===== src/tlr_pkg.sv =====
// ----------------------------------------------------------------------------
// tlr_pkg
// shared widths, limits, queue entry type and helpers for the thick line
// rasterizer
// ----------------------------------------------------------------------------
package tlr_pkg;

  localparam int unsigned COORD_W    = 11;
  localparam int unsigned RES_W      = 12;
  localparam int unsigned COLOR_W    = 32;
  localparam int unsigned RAD_W      = 3;
  localparam int unsigned MAX_RADIUS = 4;
  localparam int unsigned OFF_W      = 4;
  localparam int unsigned SQ_W       = 6;
  localparam int unsigned MAX_RES    = 2048;
  localparam int unsigned MIN_RES    = 64;
  localparam int unsigned RES_RESET  = 512;
  localparam int unsigned ERR_W      = 13;
  localparam int unsigned DYN_W      = 12;
  localparam int unsigned QDEPTH     = 2;

  typedef enum logic [0:0] {
    CMD_LOAD = 1'b0,
    CMD_STEP = 1'b1
  } cmd_e;

  typedef struct packed {
    cmd_e               kind;
    logic [COORD_W-1:0] sx;
    logic [COORD_W-1:0] sy;
    logic [COORD_W-1:0] ex;
    logic [COORD_W-1:0] ey;
    logic [COLOR_W-1:0] color;
    logic [RAD_W-1:0]   radius;
  } cmd_t;

  // square of a small signed offset
  function automatic logic [SQ_W-1:0] off_sq(logic signed [OFF_W-1:0] v);
    logic [OFF_W-1:0] mag;
    mag = v[OFF_W-1] ? OFF_W'(-v) : OFF_W'(v);
    return SQ_W'(SQ_W'(mag) * SQ_W'(mag));
  endfunction

endpackage


===== src/tlr_front.sv =====
// ----------------------------------------------------------------------------
// tlr_front
// input side: decodes the operation, saturates the brush radius and pushes
// the item into the command queue
// ----------------------------------------------------------------------------
module tlr_front (
  input  logic                         in_valid_i,
  output logic                         in_stall_o,
  input  logic                         operation_i,
  input  logic [tlr_pkg::COORD_W-1:0]  start_x_i,
  input  logic [tlr_pkg::COORD_W-1:0]  start_y_i,
  input  logic [tlr_pkg::COORD_W-1:0]  end_x_i,
  input  logic [tlr_pkg::COORD_W-1:0]  end_y_i,
  input  logic [tlr_pkg::COLOR_W-1:0]  line_color_i,
  input  logic [tlr_pkg::RAD_W-1:0]    brush_radius_i,
  output logic                         push_o,
  output tlr_pkg::cmd_t                cmd_o,
  input  logic                         full_i
);
  import tlr_pkg::*;

  always_comb begin
    cmd_o.kind   = operation_i ? CMD_STEP : CMD_LOAD;
    cmd_o.sx     = start_x_i;
    cmd_o.sy     = start_y_i;
    cmd_o.ex     = end_x_i;
    cmd_o.ey     = end_y_i;
    cmd_o.color  = line_color_i;
    cmd_o.radius = (brush_radius_i > RAD_W'(MAX_RADIUS)) ? RAD_W'(MAX_RADIUS)
                                                         : brush_radius_i;
  end

  assign push_o     = in_valid_i && !full_i;
  assign in_stall_o = full_i;

endmodule


===== src/tlr_queue.sv =====
// ----------------------------------------------------------------------------
// tlr_queue
// short command queue between the front and the back engine
// ----------------------------------------------------------------------------
module tlr_queue (
  input  logic          clk_i,
  input  logic          rst_ni,
  input  logic          push_i,
  input  tlr_pkg::cmd_t cmd_i,
  output logic          full_o,
  output logic          valid_o,
  output tlr_pkg::cmd_t cmd_o,
  input  logic          pop_i
);
  import tlr_pkg::*;

  localparam int unsigned PTR_W = (QDEPTH > 1) ? $clog2(QDEPTH) : 1;
  localparam int unsigned CNT_W = $clog2(QDEPTH + 1);

  cmd_t             mem_q [QDEPTH];
  logic [PTR_W-1:0] wr_q, wr_d, rd_q, rd_d;
  logic [CNT_W-1:0] cnt_q, cnt_d;
  logic             do_push, do_pop;

  assign full_o  = (cnt_q == CNT_W'(QDEPTH));
  assign valid_o = (cnt_q != '0);
  assign cmd_o   = mem_q[rd_q];
  assign do_push = push_i && !full_o;
  assign do_pop  = pop_i && valid_o;

  always_comb begin
    wr_d  = wr_q;
    rd_d  = rd_q;
    cnt_d = cnt_q;
    if (do_push) begin
      wr_d = (wr_q == PTR_W'(QDEPTH - 1)) ? '0 : wr_q + PTR_W'(1);
    end
    if (do_pop) begin
      rd_d = (rd_q == PTR_W'(QDEPTH - 1)) ? '0 : rd_q + PTR_W'(1);
    end
    if (do_push && !do_pop) begin
      cnt_d = cnt_q + CNT_W'(1);
    end else if (do_pop && !do_push) begin
      cnt_d = cnt_q - CNT_W'(1);
    end
  end

  always_ff @(posedge clk_i or negedge rst_ni) begin
    if (!rst_ni) begin
      wr_q  <= '0;
      rd_q  <= '0;
      cnt_q <= '0;
    end else begin
      wr_q  <= wr_d;
      rd_q  <= rd_d;
      cnt_q <= cnt_d;
    end
  end

  always_ff @(posedge clk_i) begin
    if (do_push) begin
      mem_q[wr_q] <= cmd_i;
    end
  end

endmodule


===== src/tlr_back.sv =====
// ----------------------------------------------------------------------------
// tlr_back
// back engine: holds the line state, scans the disc one offset per cycle unless
// output back-pressure holds it, buffers one hit to mark the last write and
// walks the bresenham step
module tlr_back (
  input  logic                         clk_i,
  input  logic                         rst_ni,
  input  logic                         cmd_valid_i,
  input  tlr_pkg::cmd_t                cmd_i,
  output logic                         cmd_pop_o,
  input  logic [tlr_pkg::RES_W-1:0]    res_i,
  output logic                         out_valid_o,
  input  logic                         out_stall_i,
  output logic [tlr_pkg::COORD_W-1:0]  pixel_x_o,
  output logic [tlr_pkg::COORD_W-1:0]  pixel_y_o,
  output logic [tlr_pkg::COLOR_W-1:0]  pixel_color_o,
  output logic                         write_enable_o,
  output logic                         last_of_point_o,
  output logic                         line_done_o
);
  import tlr_pkg::*;

  localparam int unsigned PX_W = COORD_W + 2;
  localparam int unsigned TW_W = ERR_W + 1;

  typedef enum logic [2:0] {
    ST_IDLE   = 3'b001,
    ST_SCAN   = 3'b010,
    ST_FINISH = 3'b100
  } back_state_e;

  back_state_e state_q, state_d;

  logic [COORD_W-1:0]      cur_x_q, cur_x_d, cur_y_q, cur_y_d;
  logic [COORD_W-1:0]      tgt_x_q, tgt_x_d, tgt_y_q, tgt_y_d;
  logic [COORD_W-1:0]      dx_q, dx_d;
  logic signed [DYN_W-1:0] dyn_q, dyn_d;
  logic                    sxn_q, sxn_d, syn_q, syn_d;
  logic signed [ERR_W-1:0] err_q, err_d;
  logic [COLOR_W-1:0]      color_q, color_d;
  logic [RAD_W-1:0]        rad_q, rad_d;
  logic                    active_q, active_d;
  logic                    done_q, done_d;
  logic signed [OFF_W-1:0] ox_q, ox_d, oy_q, oy_d;
  logic                    pend_v_q, pend_v_d;
  logic [COORD_W-1:0]      pend_x_q, pend_x_d, pend_y_q, pend_y_d;
  logic                    out_v_q, out_v_d;
  logic [COORD_W-1:0]      out_x_q, out_x_d, out_y_q, out_y_d;
  logic [COLOR_W-1:0]      out_c_q, out_c_d;
  logic                    out_we_q, out_we_d, out_last_q, out_last_d;
  logic                    out_done_q, out_done_d;

  logic signed [OFF_W-1:0] r_off;
  logic [SQ_W:0]           dist_sq, rad_sq;
  logic signed [PX_W-1:0]  px, py;
  logic                    in_x, in_y, hit, last_off, out_free, can_go;

  logic signed [TW_W-1:0]  twice, dyn_ext, dx_ext;
  logic                    step_x, step_y;
  logic [COORD_W-1:0]      dx_ld, dy_ld;

  assign r_off    = OFF_W'(rad_q);
  assign dist_sq  = {1'b0, off_sq(ox_q)} + {1'b0, off_sq(oy_q)};
  assign rad_sq   = {1'b0, off_sq(r_off)};
  assign px       = $signed({2'b00, cur_x_q}) + $signed({{(PX_W-OFF_W){ox_q[OFF_W-1]}}, ox_q});
  assign py       = $signed({2'b00, cur_y_q}) + $signed({{(PX_W-OFF_W){oy_q[OFF_W-1]}}, oy_q});
  assign in_x     = !px[PX_W-1] && (px[RES_W-1:0] < res_i);
  assign in_y     = !py[PX_W-1] && (py[RES_W-1:0] < res_i);
  assign hit      = (dist_sq <= rad_sq) && in_x && in_y;
  assign last_off = (ox_q == r_off) && (oy_q == r_off);
  assign out_free = !out_v_q || !out_stall_i;
  assign can_go   = !(hit && pend_v_q) || out_free;

  assign twice   = {err_q, 1'b0};
  assign dyn_ext = {{(TW_W-DYN_W){dyn_q[DYN_W-1]}}, dyn_q};
  assign dx_ext  = {{(TW_W-COORD_W){1'b0}}, dx_q};
  assign step_x  = (twice >= dyn_ext);
  assign step_y  = (twice <= dx_ext);

  assign dx_ld = (cmd_i.ex > cmd_i.sx) ? cmd_i.ex - cmd_i.sx : cmd_i.sx - cmd_i.ex;
  assign dy_ld = (cmd_i.ey > cmd_i.sy) ? cmd_i.ey - cmd_i.sy : cmd_i.sy - cmd_i.ey;

  always_comb begin
    state_d    = state_q;
    cur_x_d    = cur_x_q;
    cur_y_d    = cur_y_q;
    tgt_x_d    = tgt_x_q;
    tgt_y_d    = tgt_y_q;
    dx_d       = dx_q;
    dyn_d      = dyn_q;
    sxn_d      = sxn_q;
    syn_d      = syn_q;
    err_d      = err_q;
    color_d    = color_q;
    rad_d      = rad_q;
    active_d   = active_q;
    done_d     = done_q;
    ox_d       = ox_q;
    oy_d       = oy_q;
    pend_v_d   = pend_v_q;
    pend_x_d   = pend_x_q;
    pend_y_d   = pend_y_q;
    out_v_d    = out_v_q && out_stall_i;
    out_x_d    = out_x_q;
    out_y_d    = out_y_q;
    out_c_d    = out_c_q;
    out_we_d   = out_we_q;
    out_last_d = out_last_q;
    out_done_d = out_done_q;
    cmd_pop_o  = 1'b0;

    case (state_q)
      ST_IDLE: begin
        if (cmd_valid_i) begin
          if (cmd_i.kind == CMD_LOAD) begin
            cmd_pop_o = 1'b1;
            cur_x_d   = cmd_i.sx;
            cur_y_d   = cmd_i.sy;
            tgt_x_d   = cmd_i.ex;
            tgt_y_d   = cmd_i.ey;
            dx_d      = dx_ld;
            dyn_d     = -$signed({1'b0, dy_ld});
            sxn_d     = !(cmd_i.sx < cmd_i.ex);
            syn_d     = !(cmd_i.sy < cmd_i.ey);
            err_d     = $signed({2'b00, dx_ld}) - $signed({2'b00, dy_ld});
            color_d   = cmd_i.color;
            rad_d     = cmd_i.radius;
            active_d  = 1'b1;
          end else if (active_q) begin
            cmd_pop_o = 1'b1;
            ox_d      = -r_off;
            oy_d      = -r_off;
            pend_v_d  = 1'b0;
            done_d    = (cur_x_q == tgt_x_q) && (cur_y_q == tgt_y_q);
            state_d   = ST_SCAN;
          end else if (out_free) begin
            cmd_pop_o  = 1'b1;
            out_v_d    = 1'b1;
            out_x_d    = '0;
            out_y_d    = '0;
            out_c_d    = '0;
            out_we_d   = 1'b0;
            out_last_d = 1'b1;
            out_done_d = 1'b1;
          end
        end
      end
      ST_SCAN: begin
        if (can_go) begin
          if (hit) begin
            if (pend_v_q) begin
              out_v_d    = 1'b1;
              out_x_d    = pend_x_q;
              out_y_d    = pend_y_q;
              out_c_d    = color_q;
              out_we_d   = 1'b1;
              out_last_d = 1'b0;
              out_done_d = done_q;
            end
            pend_v_d = 1'b1;
            pend_x_d = px[COORD_W-1:0];
            pend_y_d = py[COORD_W-1:0];
          end
          if (last_off) begin
            state_d = ST_FINISH;
          end else if (ox_q == r_off) begin
            ox_d = -r_off;
            oy_d = oy_q + OFF_W'(1);
          end else begin
            ox_d = ox_q + OFF_W'(1);
          end
        end
      end
      ST_FINISH: begin
        if (out_free) begin
          out_v_d    = 1'b1;
          out_x_d    = pend_v_q ? pend_x_q : '0;
          out_y_d    = pend_v_q ? pend_y_q : '0;
          out_c_d    = pend_v_q ? color_q : '0;
          out_we_d   = pend_v_q;
          out_last_d = 1'b1;
          out_done_d = done_q;
          pend_v_d   = 1'b0;
          state_d    = ST_IDLE;
          if (done_q) begin
            active_d = 1'b0;
          end else begin
            err_d = err_q
                    + (step_x ? ERR_W'(dyn_ext) : ERR_W'(0))
                    + (step_y ? ERR_W'(dx_ext) : ERR_W'(0));
            if (step_x) begin
              cur_x_d = sxn_q ? cur_x_q - COORD_W'(1) : cur_x_q + COORD_W'(1);
            end
            if (step_y) begin
              cur_y_d = syn_q ? cur_y_q - COORD_W'(1) : cur_y_q + COORD_W'(1);
            end
          end
        end
      end
      default: begin
        state_d = ST_IDLE;
      end
    endcase
  end

  always_ff @(posedge clk_i or negedge rst_ni) begin
    if (!rst_ni) begin
      state_q  <= ST_IDLE;
      cur_x_q  <= '0;
      cur_y_q  <= '0;
      tgt_x_q  <= '0;
      tgt_y_q  <= '0;
      dx_q     <= '0;
      dyn_q    <= '0;
      sxn_q    <= 1'b0;
      syn_q    <= 1'b0;
      err_q    <= '0;
      color_q  <= '0;
      rad_q    <= '0;
      active_q <= 1'b0;
      done_q   <= 1'b0;
      ox_q     <= '0;
      oy_q     <= '0;
      pend_v_q <= 1'b0;
      out_v_q  <= 1'b0;
    end else begin
      state_q  <= state_d;
      cur_x_q  <= cur_x_d;
      cur_y_q  <= cur_y_d;
      tgt_x_q  <= tgt_x_d;
      tgt_y_q  <= tgt_y_d;
      dx_q     <= dx_d;
      dyn_q    <= dyn_d;
      sxn_q    <= sxn_d;
      syn_q    <= syn_d;
      err_q    <= err_d;
      color_q  <= color_d;
      rad_q    <= rad_d;
      active_q <= active_d;
      done_q   <= done_d;
      ox_q     <= ox_d;
      oy_q     <= oy_d;
      pend_v_q <= pend_v_d;
      out_v_q  <= out_v_d;
    end
  end

  always_ff @(posedge clk_i) begin
    pend_x_q   <= pend_x_d;
    pend_y_q   <= pend_y_d;
    out_x_q    <= out_x_d;
    out_y_q    <= out_y_d;
    out_c_q    <= out_c_d;
    out_we_q   <= out_we_d;
    out_last_q <= out_last_d;
    out_done_q <= out_done_d;
  end

  assign out_valid_o     = out_v_q;
  assign pixel_x_o       = out_x_q;
  assign pixel_y_o       = out_y_q;
  assign pixel_color_o   = out_c_q;
  assign write_enable_o  = out_we_q;
  assign last_of_point_o = out_last_q;
  assign line_done_o     = out_done_q;

endmodule


===== src/thick_line_rasterizer.sv =====
// load item: taken by the back engine without a result
// step item: every disc offset for brush radius r, one per cycle unless output
// back-pressure holds it, via the single offset scanner; idle step: no-write result
// up to two items wait in the command queue while a step is being scanned
// reset clears the line state (idle), the queue and the output register and
// sets the resolution register to 512
// ----------------------------------------------------------------------------
// thick_line_rasterizer
// bresenham line walker stamping a filled disc brush, clipped to a square
// buffer
// ----------------------------------------------------------------------------
module thick_line_rasterizer (
  input  logic                         clk_i,
  input  logic                         rst_ni,
  input  logic                         cfg_we_i,
  input  logic [tlr_pkg::RES_W-1:0]    cfg_wdata_i,
  input  logic                         in_valid_i,
  output logic                         in_stall_o,
  input  logic                         operation_i,
  input  logic [tlr_pkg::COORD_W-1:0]  start_x_i,
  input  logic [tlr_pkg::COORD_W-1:0]  start_y_i,
  input  logic [tlr_pkg::COORD_W-1:0]  end_x_i,
  input  logic [tlr_pkg::COORD_W-1:0]  end_y_i,
  input  logic [tlr_pkg::COLOR_W-1:0]  line_color_i,
  input  logic [tlr_pkg::RAD_W-1:0]    brush_radius_i,
  output logic                         out_valid_o,
  input  logic                         out_stall_i,
  output logic [tlr_pkg::COORD_W-1:0]  pixel_x_o,
  output logic [tlr_pkg::COORD_W-1:0]  pixel_y_o,
  output logic [tlr_pkg::COLOR_W-1:0]  pixel_color_o,
  output logic                         write_enable_o,
  output logic                         last_of_point_o,
  output logic                         line_done_o
);
  import tlr_pkg::*;

  logic [RES_W-1:0] res_q, res_clamped;
  logic             q_push, q_full, q_valid, q_pop;
  cmd_t             q_wcmd, q_rcmd;

  always_ff @(posedge clk_i or negedge rst_ni) begin
    if (!rst_ni) begin
      res_q <= RES_W'(RES_RESET);
    end else if (cfg_we_i) begin
      res_q <= cfg_wdata_i;
    end
  end

  always_comb begin
    if (res_q < RES_W'(MIN_RES)) begin
      res_clamped = RES_W'(MIN_RES);
    end else if (res_q > RES_W'(MAX_RES)) begin
      res_clamped = RES_W'(MAX_RES);
    end else begin
      res_clamped = res_q;
    end
  end

  tlr_front u_front (
    .in_valid_i     (in_valid_i),
    .in_stall_o     (in_stall_o),
    .operation_i    (operation_i),
    .start_x_i      (start_x_i),
    .start_y_i      (start_y_i),
    .end_x_i        (end_x_i),
    .end_y_i        (end_y_i),
    .line_color_i   (line_color_i),
    .brush_radius_i (brush_radius_i),
    .push_o         (q_push),
    .cmd_o          (q_wcmd),
    .full_i         (q_full)
  );

  tlr_queue u_queue (
    .clk_i   (clk_i),
    .rst_ni  (rst_ni),
    .push_i  (q_push),
    .cmd_i   (q_wcmd),
    .full_o  (q_full),
    .valid_o (q_valid),
    .cmd_o   (q_rcmd),
    .pop_i   (q_pop)
  );

  tlr_back u_back (
    .clk_i           (clk_i),
    .rst_ni          (rst_ni),
    .cmd_valid_i     (q_valid),
    .cmd_i           (q_rcmd),
    .cmd_pop_o       (q_pop),
    .res_i           (res_clamped),
    .out_valid_o     (out_valid_o),
    .out_stall_i     (out_stall_i),
    .pixel_x_o       (pixel_x_o),
    .pixel_y_o       (pixel_y_o),
    .pixel_color_o   (pixel_color_o),
    .write_enable_o  (write_enable_o),
    .last_of_point_o (last_of_point_o),
    .line_done_o     (line_done_o)
  );

  // a result without a write always closes its step
  a_nowrite_is_last: assert property (@(posedge clk_i) disable iff (!rst_ni)
    out_valid_o && !write_enable_o |-> last_of_point_o)
    else $error("result without write not marked last");

  // an empty queue never holds off the input
  a_empty_no_stall: assert property (@(posedge clk_i) disable iff (!rst_ni)
    !q_valid |-> !in_stall_o)
    else $error("input stalled with empty queue");

  // line_done stays the same across the results of one step
  a_done_steady: assert property (@(posedge clk_i) disable iff (!rst_ni)
    out_valid_o && !out_stall_i && !last_of_point_o |=>
      !out_valid_o || (line_done_o == $past(line_done_o)))
    else $error("line_done changed within a step");

endmodule

===== config.mk =====
export PLATFORM = sky130hd
export DESIGN_NAME = thick_line_rasterizer
export DESIGN_NICKNAME = d
export VERILOG_FILES = /design/src/tlr_pkg.sv /design/src/tlr_front.sv /design/src/tlr_queue.sv /design/src/tlr_back.sv /design/src/thick_line_rasterizer.sv
export SDC_FILE = /design/constraint.sdc
export NUM_CORES = 1
export LEC_CHECK = 0
export BUFFER_PORTS_ARGS = -buffer_cell sky130_fd_sc_hd__buf_2
export CELL_PAD_IN_SITES_DETAIL_PLACEMENT = 0
export CELL_PAD_IN_SITES_GLOBAL_PLACEMENT = 1
export CORE_MARGIN = 2
export CORE_UTILIZATION = 40
export CTS_CLUSTER_DIAMETER = 50
export CTS_CLUSTER_SIZE = 20
export DETAILED_ROUTE_END_ITERATION = 10
export PLACE_DENSITY_LB_ADDON = 0.1
export SETUP_SLACK_MARGIN = 0.05
export SYNTH_ARGS = -nofsm -noshare
export SYNTH_HDL_FRONTEND = slang
export SYNTH_HIERARCHICAL = 1
export SYNTH_SLANG_ARGS = --single-unit

===== constraint.sdc =====
create_clock -name clk_i -period 15.2 [get_ports clk_i]
set_input_delay 3.04 -clock clk_i [delete_from_list [all_inputs] [get_ports clk_i]]
set_output_delay 3.04 -clock clk_i [all_outputs]
set_load 0.02 [all_outputs]

==> run summary, run 1 <==
die area: 0.0597 sq mm
first-pass GRT wire length: 91.9 mm
Top cell by count, worst path: nand2_1
initial drt markers: 1021
clk_lat worst skew: 0.63 ns
CP Buf/Inv Count: 1
n_diodes: 0
TNS Setup: 0 ns
worst path arrival time: 7.18 ns
Setup crit end kind: flip-flop
io pins: 156
vias in the first global route: 15.4k
Worst path top cell family by delay: compound AO/OA/AOI/OAI gates
Slew Limit Headroom: 0.161
fraction of registers with async set/reset: 0.382
initial antenna violation count: 1
Final Skew: 0.0521 ns
Initial Util: 0.403
Area Growth Syn to Fin: 12.0%
max_cap viols: 0
YS warnings: 6
clock slew at reported path FFs: 0.06 ns
Die X-Extent: 244 um
CTS buffer count: 52
ANT nets after route: 0
Tightest Hold Check Type: reg -> reg
Seq/Total Area, Yosys: 0.471
FMAX: 144 MHz
post-CTS resize count: 0
Tcrit/Tclk final: 0.457
EDFF count, synth: 239
Root Driver: clkbuf_16
Crit Path Class: reg -> reg
Max stage delay cell, worst path: a211oi_4
Post-Syn Instances: 2098
TritonCTS clock tree: built
Vias: 15.3k
crit path cell chain: ha_1 > fa_1 > a21o_1 > a21oi_1 > o21ai_0 > a2111oi_0 > o31ai_1 > xnor2_1 > ha_1 > nand2_1 > o32ai_1 > nor4_1 > o221ai_1 > a211oi_1 > nand2_1 > or2_2 > nor2_1 > nand2_1 > a211oi_4 > buf_4
drt drc: 0
per-cell routed wire length: 19.9 um
layout cells sized above 1: 0.183
clock sink total: 387
Hold Buf Count CTS: 0
1st-pass router iterations: 5
Synth Register Bits: 387
GR Overflow Total: 0
post-layout util: 0.451
average cell area after synthesis: 11.0 sq um
worst endpoint required time: 15.43 ns
Tightest Pin Transition: 1.25 ns
min Tclk post-route: 6.95 ns
final hold violation count: 0
top_reg_cell synth: edfxtp_1
Routed WL: 59.4 mm
synthesized area: 0.0231 sq mm
CTS H-tree lvls: 2
vias per std cell: 5.13
Final Net Count: 2477
CP peak stage delay: 1.04 ns
Layout Cells excl Fill: 2985
Distinct cells, synth: 85
fin. max-slew vios: 0
site row count: 88
Max FO, Critical Path: 33
Port Buffers: 155
total track usage: 0.201
RSZ-0062 raised after global routing: false
GPL Wtd Cong: 0.844
Startpoint Class: flip-flop
chip height: 244 um
post-CTS setup buffers: 0
placed wire-length estimate: 43.7 mm
core box area: 0.0574 sq mm
clock buffer depth: 3
pin count of the biggest net entering global routing: 83
outcome: completed
# setup viols final: 0
DP Cell Count: 2887
-- flip-flops by register name, indices dropped and copies added, names as in the netlist, 2 cells and up --
register / count
u_queue/mem_q: 160
u_back/pend_x_q: 11
u_back/dyn_q: 12
u_back/pixel_y_o: 11
u_back/tgt_y_q: 11
u_back/cur_x_q: 11
u_back/pixel_x_o: 11
u_back/pixel_color_o: 32
u_back/err_q: 13
u_queue/cnt_q: 2
u_back/color_q: 32
u_back/pend_y_q: 11
u_back/ox_q: 4
res_q: 12
u_back/oy_q: 4
u_back/state_q: 3
u_back/tgt_x_q: 11
u_back/rad_q: 3
u_back/dx_q: 11
u_back/cur_y_q: 11
-- cell usage in the layout, fill, tap and decap left out, types with 12 or more instances in the layout --
| master | n |
|---|---|
| edfxtp_1 | 239 |
| nand2_1 | 235 |
| ha_1 | 180 |
| buf_2 | 154 |
| inv_1 | 145 |
| dfrtp_1 | 145 |
| a21oi_1 | 122 |
| nor2_1 | 108 |
| o21ai_0 | 100 |
| mux2_4 | 79 |
| nor2b_1 | 77 |
| xnor2_1 | 67 |
| a21o_1 | 53 |
| clkbuf_16 | 52 |
| xor2_1 | 50 |
| nor3_1 | 30 |
| nand2b_1 | 26 |
| fa_1 | 24 |
| nand3_1 | 22 |
| mux2_2 | 18 |
| mux2i_1 | 18 |
| a31oi_1 | 18 |
| buf_4 | 16 |
| and2_1 | 16 |
| nand4_1 | 12 |
-- per-layer routing --
metal / part of all wire / global-route usage / up-vias
li1: - / - / 7436
met1: 0.45 / 0.270 / 7401
met2: 0.46 / 0.330 / 347
met3: 0.046 / 0.0307 / 119
met4: 0.037 / 0.0750 / 2
met5: 0.00027 / 0 / -
-- area by class of cell --
class / instances / area, sq um
Sequential cell: 387 / 10900
Fill cell: 5314 / 31500
Inverter: 145 / 544
Timing Repair Buffer: 171 / 902
Multi-Input combinational cell: 1419 / 10700
Tap cell: 765 / 957
Clock inverter: 44 / 598
Clock buffer: 54 / 1310
-- synthesized netlist by cell type, drive strengths merged, types with 4 or more instances --
library cell	instances	area (sq um)
a21o	55	415
o21ai	103	515
a21oi	124	624
ha	180	2250
nor2	110	413
nor2b	78	490
fa	24	480
and3	9	61.3
nand3	22	110
xor2	51	454
o31a	4	36.3
or3	7	43.8
o221ai	4	35.0
o21bai	11	82.6
mux2i	19	194
nand2b	26	163
dfrtp	146	3650
nor3	30	150
o21a	8	60.1
nor4	11	98.8
o31ai	10	75.1
nand4	13	87.6
inv	145	544
a31oi	19	134
edfxtp	239	7180
nand2	237	892
clkbuf	51	213
and2	17	108
a31o	4	35.0
a21boi	6	45.0
xnor2	67	587
a211oi	12	90.1
or2	9	56.3
o22ai	5	31.3
buf	97	841
mux2	97	1390
-- path summary, 6_finish.rpt --
path	cells after the start	end	from	slack, ns
setup / recovery	20	u_back/line_done_o	u_back/ox_q[0]	8.25
hold / removal	2	u_back/color_q[16]	u_back/color_q[16]	0.47
setup reg to reg	20	u_back/line_done_o	u_back/ox_q[0]	8.25
hold reg to reg	2	u_back/color_q[16]	u_back/color_q[16]	0.47
max in group asynchronous	2	u_back/cur_x_q[5]	rst_ni	11.10
min in group asynchronous	1	u_back/tgt_x_q[6]	rst_ni	2.49
-- worst reg2reg max path, delay by kind of cell (launching register included) --
kind,cells,cell delay [ns]
adder cells (fa/ha/maj),3,0.96
buffers and inverters,1,0.57
flip-flops,1,0.51
AND/OR/NAND/NOR,6,1.18
AO/OA/AOI/OAI,9,3.13
XOR/XNOR,1,0.23
-- metrics by stage --
stage	cell area, sq um	hold WS, ns	setup WS, ns
2_1_floorplan	23100	0.438	6.37
3_3_place_gp	24000	0.449	8.28
3_5_place_dp	24000	0.454	8.20
4_1_cts	25900	0.471	8.16
5_1_grt	25900	0.492	7.54
6_report	25900	0.465	8.25
-- cells by family after synthesis --
family / Yosys count / share of synthesized area
adders and majority gates: 204 / 0.118
and+or+nand+nor: 583 / 0.121
xor gates and xnor gates: 119 / 0.0460
AOI/OAI and AO/OA: 395 / 0.106
muxes: 116 / 0.0685
DFF: 387 / 0.471
other: 1 / 0.000162
buffers and inverters: 293 / 0.0692
Power of run 1 is left out: the tool's default activity adds up to more than one toggle a clock period on the data nets, which glitch-free logic cannot reach.
==> inputs of run 2 (changes only) <==
==> constraint.sdc (replaced) <==
create_clock -name clk_i -period 6.25 [get_ports clk_i]
set_input_delay 1.25 -clock clk_i [delete_from_list [all_inputs] [get_ports clk_i]]
set_output_delay 1.25 -clock clk_i [all_outputs]
set_load 0.02 [all_outputs]
==> run 2 against run 1 <==
Net effect:
- global-route usage is 0.90 points lower
- wire length is 4.1% lower
- clock skew is 0.0080 ns lower
- final area is 0.23% higher
- maximum frequency is 22% higher
- count of clock-buffer cells in the layout is 1 higher
- cell count is 0.60% higher
- sequential share of layout area is 0.097 points lower
==> run summary, run 2 (synthesized netlist as in run 1, its figures left out) <==
outcome: completed
total track usage: 0.192 (-0.00900)
worst path arrival time: 5.99 ns (-1.19 ns)
Tightest Hold Check Type: reg -> reg
Metal-1 WL: 27.8 mm (+3.0%)
first-pass GRT wire length: 89.2 mm (-3.0%)
die area: 0.0597 sq mm (unchanged)
pin count of the biggest net entering global routing: 81 (-2.4%)
initial antenna violation count: 3 (+2)
ANT nets after route: 0 (unchanged)
most common cell after layout, fill and taps aside: edfxtp_1
Die X-Extent: 244 um (unchanged)
GR Overflow Total: 0 (unchanged)
per-cell routed wire length: 19.0 um (-4.7%)
min Tclk post-route: 5.67 ns (-1.27 ns)
# setup viols final: 0 (unchanged)
core box area: 0.0574 sq mm (unchanged)
vias in the first global route: 15.5k (+0.43%)
met2 wire len: 25.9 mm (-5.9%)
r2r startpoint: u_back/cur_x_q[0]
site row count: 88 (unchanged)
layout cells sized above 1: 0.188 (+0.00495)
worst endpoint required time: 6.56 ns (-8.87 ns)
Initial Util: 0.403 (unchanged)
FMAX: 176 MHz (+22%)
max_cap viols: 0 (unchanged)
1st-pass router iterations: 5 (unchanged)
drt drc: 0 (unchanged)
TritonCTS clock tree: built
Max FO, Critical Path: 28 (-15%)
Startpoint Class: flip-flop
R2R cell count: 21 (+5.0%)
CTS H-tree lvls: 2 (unchanged)
RSZ-0062 raised after global routing: false
Tcrit/Tclk final: 0.908 (+0.451)
fin. max-slew vios: 0 (unchanged)
worst setup path startpoint: u_back/cur_x_q[0]
Root Driver: clkbuf_16
Setup crit end kind: flip-flop
TNS Setup: 0 ns (unchanged)
Routed WL: 57.0 mm (-4.1%)
Final Net Count: 2494 (+0.69%)
register area: 0.0109 sq mm (unchanged)
Largest register FFs: 160 (unchanged)
clock sink total: 387 (unchanged)
chip height: 244 um (unchanged)
CTS buffer count: 51 (-1.9%)
Final Skew: 0.0440 ns (-0.00802 ns)
clock buffer depth: 3 (unchanged)
top sig layer: met5
final hold violation count: 0 (unchanged)
Slew Limit Headroom: 0.425 (+0.263)
# fillers: 5331 (+0.32%)
placed wire-length estimate: 42.6 mm (-2.4%)
Tightest Pin Transition: 0.860 ns (-0.394 ns)
Critical Path End: u_back/pixel_color_o[11]
Port Buffers: 155 (unchanged)
worst reg2reg endpoint: u_back/pixel_color_o[11]
clk_lat worst skew: 0.63 ns (about the same)
Biggest register: u_queue/mem_q
GPL Wtd Cong: 0.844 (about the same)
multi-input logic area: 0.0107 sq mm (about the same)
initial drt markers: 714 (-30%)
commonest cells after routing, fill and taps aside: edfxtp_1, nand2_1, ha_1
clock slew at reported path FFs: 0.07 ns (about the same)
Crit Path Class: reg -> reg
met3 WL: 2.03 mm (-25%)
io pins: 156 (unchanged)
Hold Buf Count CTS: 0 (unchanged)
vias per std cell: 5.02 (-2.1%)
Vias: 15.1k (-1.5%)
Area Growth Syn to Fin: 12.3%
internal reg-to-reg setup slack: 0.58 ns (-7.68 ns)
==> run 2: cell count changes in the layout (fill, tap and decap cells not counted), sizes merged <==
cell,previous run,this run
buf,171,188
clkbuf,54,56
clkinvlp,2,4
inv,166,164
clkinv,18,15
diode,0,2
==> run 2: worst min path at each step <==
stage,start,to,cells after the start
2_1_floorplan,u_back/color_q[0],u_back/color_q[0],2
3_3_place_gp,u_back/color_q[5],u_back/color_q[5],2
3_5_place_dp,u_back/color_q[29],u_back/color_q[29],2
4_1_cts,u_back/color_q[7],u_back/color_q[7],2
5_1_grt,u_back/color_q[13],u_back/color_q[13],2
6_report,u_back/color_q[6],u_back/color_q[6],2
==> run 2: stage by stage <==
stage                     area, sq um  setup slack, ns  hold slack [ns]  std cells  utilization
after floorplan                 23100            0.178            0.438       2099            -
after global placement          24100            0.608            0.449       2902        0.421
after detailed placement        24100            0.352            0.454       2902        0.421
after CTS                       25900            0.318            0.472       2998        0.452
after global routing            25900            0.110            0.481       3002        0.452
final                           25900            0.576            0.464       3003        0.452
==> run 2: layout make-up <==
| type | instances | share of cell area |
|---|---|---|
| Inverter | 145 | 0.0210 |
| Timing Repair Buffer | 189 | 0.0419 |
| Antenna cell | 2 | 0.000193 |
| Tap cell | 765 | 0.0369 |
| Multi-Input combinational cell | 1419 | 0.412 |
| Clock buffer | 55 | 0.0506 |
| Sequential cell | 387 | 0.420 |
| Clock inverter | 41 | 0.0177 |
==> run 2: critical path, stage by stage (launching register included) <==
cell and delay, ns:
dfrtp_1 0.45, ha_1 0.26, fa_1 0.41, a21o_1 0.18, a21oi_1 0.25, o21ai_0 0.21, a2111oi_1 0.61, o31ai_1 0.17
xnor2_1 0.22, ha_1 0.29, nand2_1 0.08, o32ai_1 0.08, nor4_1 0.35, o221ai_1 0.21, a211oi_1 0.24, nand2_1 0.13
or2_2 0.31, nor2_2 0.15, nand2_1 0.13, a211oi_4 0.23, buf_4 0.17, buf_8 0.24
==> run 2: what timing repair did <==
| item | in CTS | in global routing |
|---|---|---|
| setup endpoints to repair | 0 | 56 |
| setup buffers | 0 | 2 |
| resized for setup | 0 | 5 |
==> run 2: layer usage <==
| layer | GRT usage | vias to the layer above |
|---|---|---|
| met4 | 0.0543 | 2 |
| li1 | - | 7492 |
| met1 | 0.269 | 7252 |
| met3 | 0.0266 | 70 |
| met2 | 0.312 | 259 |
| met5 | 0 | - |
Power of run 2 is left out for the same reason.
==> inputs of run 3 (changes only) <==
--- a/config.mk
+++ b/config.mk
@@ -14,6 +14,7 @@
 export CTS_CLUSTER_SIZE = 20
 export DETAILED_ROUTE_END_ITERATION = 10
 export PLACE_DENSITY_LB_ADDON = 0.1
+export RECOVER_POWER = 25
 export SETUP_SLACK_MARGIN = 0.05
 export SYNTH_ARGS = -nofsm -noshare
 export SYNTH_HDL_FRONTEND = slang
==> run 3 against run 2 <==
Net effect:
- via count about the same
- the run now ends with capacitance limit, slew limit left
- final area down 0.27%
- sequential cell count unchanged
- critical endpoint unchanged
- largest cell class unchanged
==> run summary, run 3 (synthesized netlist as in run 1, its figures left out) <==
1st-pass router iterations: 4 (-1)
Initial Util: 0.403 (unchanged)
max_cap viols: 1 (+1)
Top cell by count, worst path: nand2_1
Vias: 15.1k (+0.053%)
core box area: 0.0574 sq mm (unchanged)
layout cells sized above 1: 0.166 (-0.0224)
Crit Path Class: reg -> reg
per-cell routed wire length: 19.0 um (+0.15%)
final hold violation count: 0 (unchanged)
placed wire-length estimate: 42.6 mm (unchanged)
worst endpoint required time: 6.56 ns (about the same)
GR Overflow Total: 0 (unchanged)
CP peak stage delay: 0.61 ns (about the same)
Startpoint Class: flip-flop
crit path cell chain: ha_1 > fa_1 > a21o_1 > a21oi_1 > o21ai_0 > a2111oi_1 > o31ai_1 > xnor2_1 > ha_1 > nand2_1 > o32ai_1 > nor4_1 > o221ai_1 > a211oi_1 > nand2_1 > or2_2 > nor2_2 > nand2_1 > a211oi_4 > buf_4 > buf_8
TritonCTS clock tree: built
FMAX: 177 MHz (+0.23%)
total track usage: 0.192 (unchanged)
Tightest Pin Transition: 3.30 ns (+2.44 ns)
Max stage delay cell, worst path: a2111oi_1
hold_ws: 0.464 ns (+0.00000400 ns)
Tcrit/Tclk final: 0.906 (-0.00207)
Port Buffers: 155 (unchanged)
clock sink total: 387 (unchanged)
Die X-Extent: 244 um (unchanged)
Max FO, Critical Path: 28 (unchanged)
chip height: 244 um (unchanged)
vias per std cell: 5.02 (about the same)
fin. max-slew vios: 49 (+49)
RSZ-0062 raised after global routing: false
TNS Setup: 0 ns (unchanged)
vias in the first global route: 15.5k (unchanged)
clk_lat worst skew: 0.63 ns (about the same)
Final Net Count: 2494 (unchanged)
Area Growth Syn to Fin: 12.0%
first-pass GRT wire length: 89.2 mm (unchanged)
initial drt markers: 751 (+5.2%)
CP Buf/Inv Count: 2 (unchanged)
# setup viols final: 0 (unchanged)
most common cell after layout, fill and taps aside: edfxtp_1
failing checks: capacitance limit, slew limit
Worst path top cell family by delay: compound AO/OA/AOI/OAI gates
die area: 0.0597 sq mm (unchanged)
outcome: complete, but fails checks
GPL Wtd Cong: 0.844 (unchanged)
io pins: 156 (unchanged)
post-layout util: 0.451 (-0.00124)
CTS H-tree lvls: 2 (unchanged)
CTS buffer count: 51 (unchanged)
multi-input logic area: 0.0107 sq mm (unchanged)
Slew Limit Headroom: -1.20 (-1.63)
pin count of the biggest net entering global routing: 81 (unchanged)
ANT nets after route: 0 (unchanged)
clock buffer depth: 3 (unchanged)
# fillers: 5353 (+0.41%)
Root Driver: clkbuf_16
clock slew at reported path FFs: 0.07 ns (about the same)
Tightest Hold Check Type: reg -> reg
Routed WL: 57.0 mm (+0.15%)
Largest register FFs: 160 (unchanged)
worst path arrival time: 5.97 ns (-0.02 ns)
initial antenna violation count: 3 (unchanged)
Biggest register: u_queue/mem_q
commonest cells after routing, fill and taps aside: edfxtp_1, nand2_1, ha_1
min Tclk post-route: 5.66 ns (-0.0129 ns)
drt drc: 0 (unchanged)
register area: 0.0109 sq mm (unchanged)
Setup crit end kind: flip-flop
Final Skew: 0.0426 ns (-0.00142 ns)
site row count: 88 (unchanged)
## run 3: repair_timing
action                                 in CTS  in global routing
resized for setup                           0                  5
setup buffers                               0                  2
hold buffers                                0                  0
endpoints found under the hold margin       0                  0
setup endpoints to repair                   0                 56
## run 3: cell type report
cell class | instances | share of cell area
flip-flops and latches | 387 | 0.421
clock inverters | 41 | 0.0178
diodes | 2 | 0.000193
well taps | 765 | 0.0370
clock buffers | 55 | 0.0507
multi-input cells | 1419 | 0.413
inverters | 145 | 0.0210
repair buffers | 189 | 0.0393
## run 3: routing by layer
| layer | wire length (um) | part of all wire | vias to the layer above | track usage |
|---|---|---|---|---|
| met2 | 26000 | 0.46 | 260 | 0.312 |
| met4 | 1200 | 0.021 | 2 | 0.0543 |
| met5 | 11 | 0.00019 | - | 0 |
| met1 | 27800 | 0.49 | 7272 | 0.269 |
| li1 | - | - | 7483 | - |
| met3 | 2000 | 0.035 | 66 | 0.0266 |
## run 3: final timing paths
check | startpoint | endpoint | depth (start not counted) | slack (ns)
setup / recovery | u_back/cur_x_q[0] | u_back/pixel_color_o[11] | 21 | 0.59
hold / removal | u_back/color_q[6] | u_back/color_q[6] | 2 | 0.46
setup reg to reg | u_back/cur_x_q[0] | u_back/pixel_color_o[11] | 21 | 0.59
hold reg to reg | u_back/color_q[6] | u_back/color_q[6] | 2 | 0.46
max in group asynchronous | rst_ni | u_queue/rd_q | 2 | 2.35
min in group asynchronous | rst_ni | u_back/tgt_x_q[2] | 1 | 1.73
## run 3: through the flow
stage | std cells | instance area, sq um | worst slack (ns)
floorplan | 2099 | 23100 | 0.178
global route | 3002 | 25900 | 0.110
CTS | 2998 | 25900 | 0.318
global placement | 2902 | 24100 | 0.608
finish | 3003 | 25900 | 0.589
detailed placement | 2902 | 24100 | 0.352
## run 3: tightest hold or removal path: cells and delay by family, from the launching register on
family / cells / cell delay, ns
flops: 1 / 0.33
simple gates: 2 / 0.10
Power of run 3 is left out for the same reason.
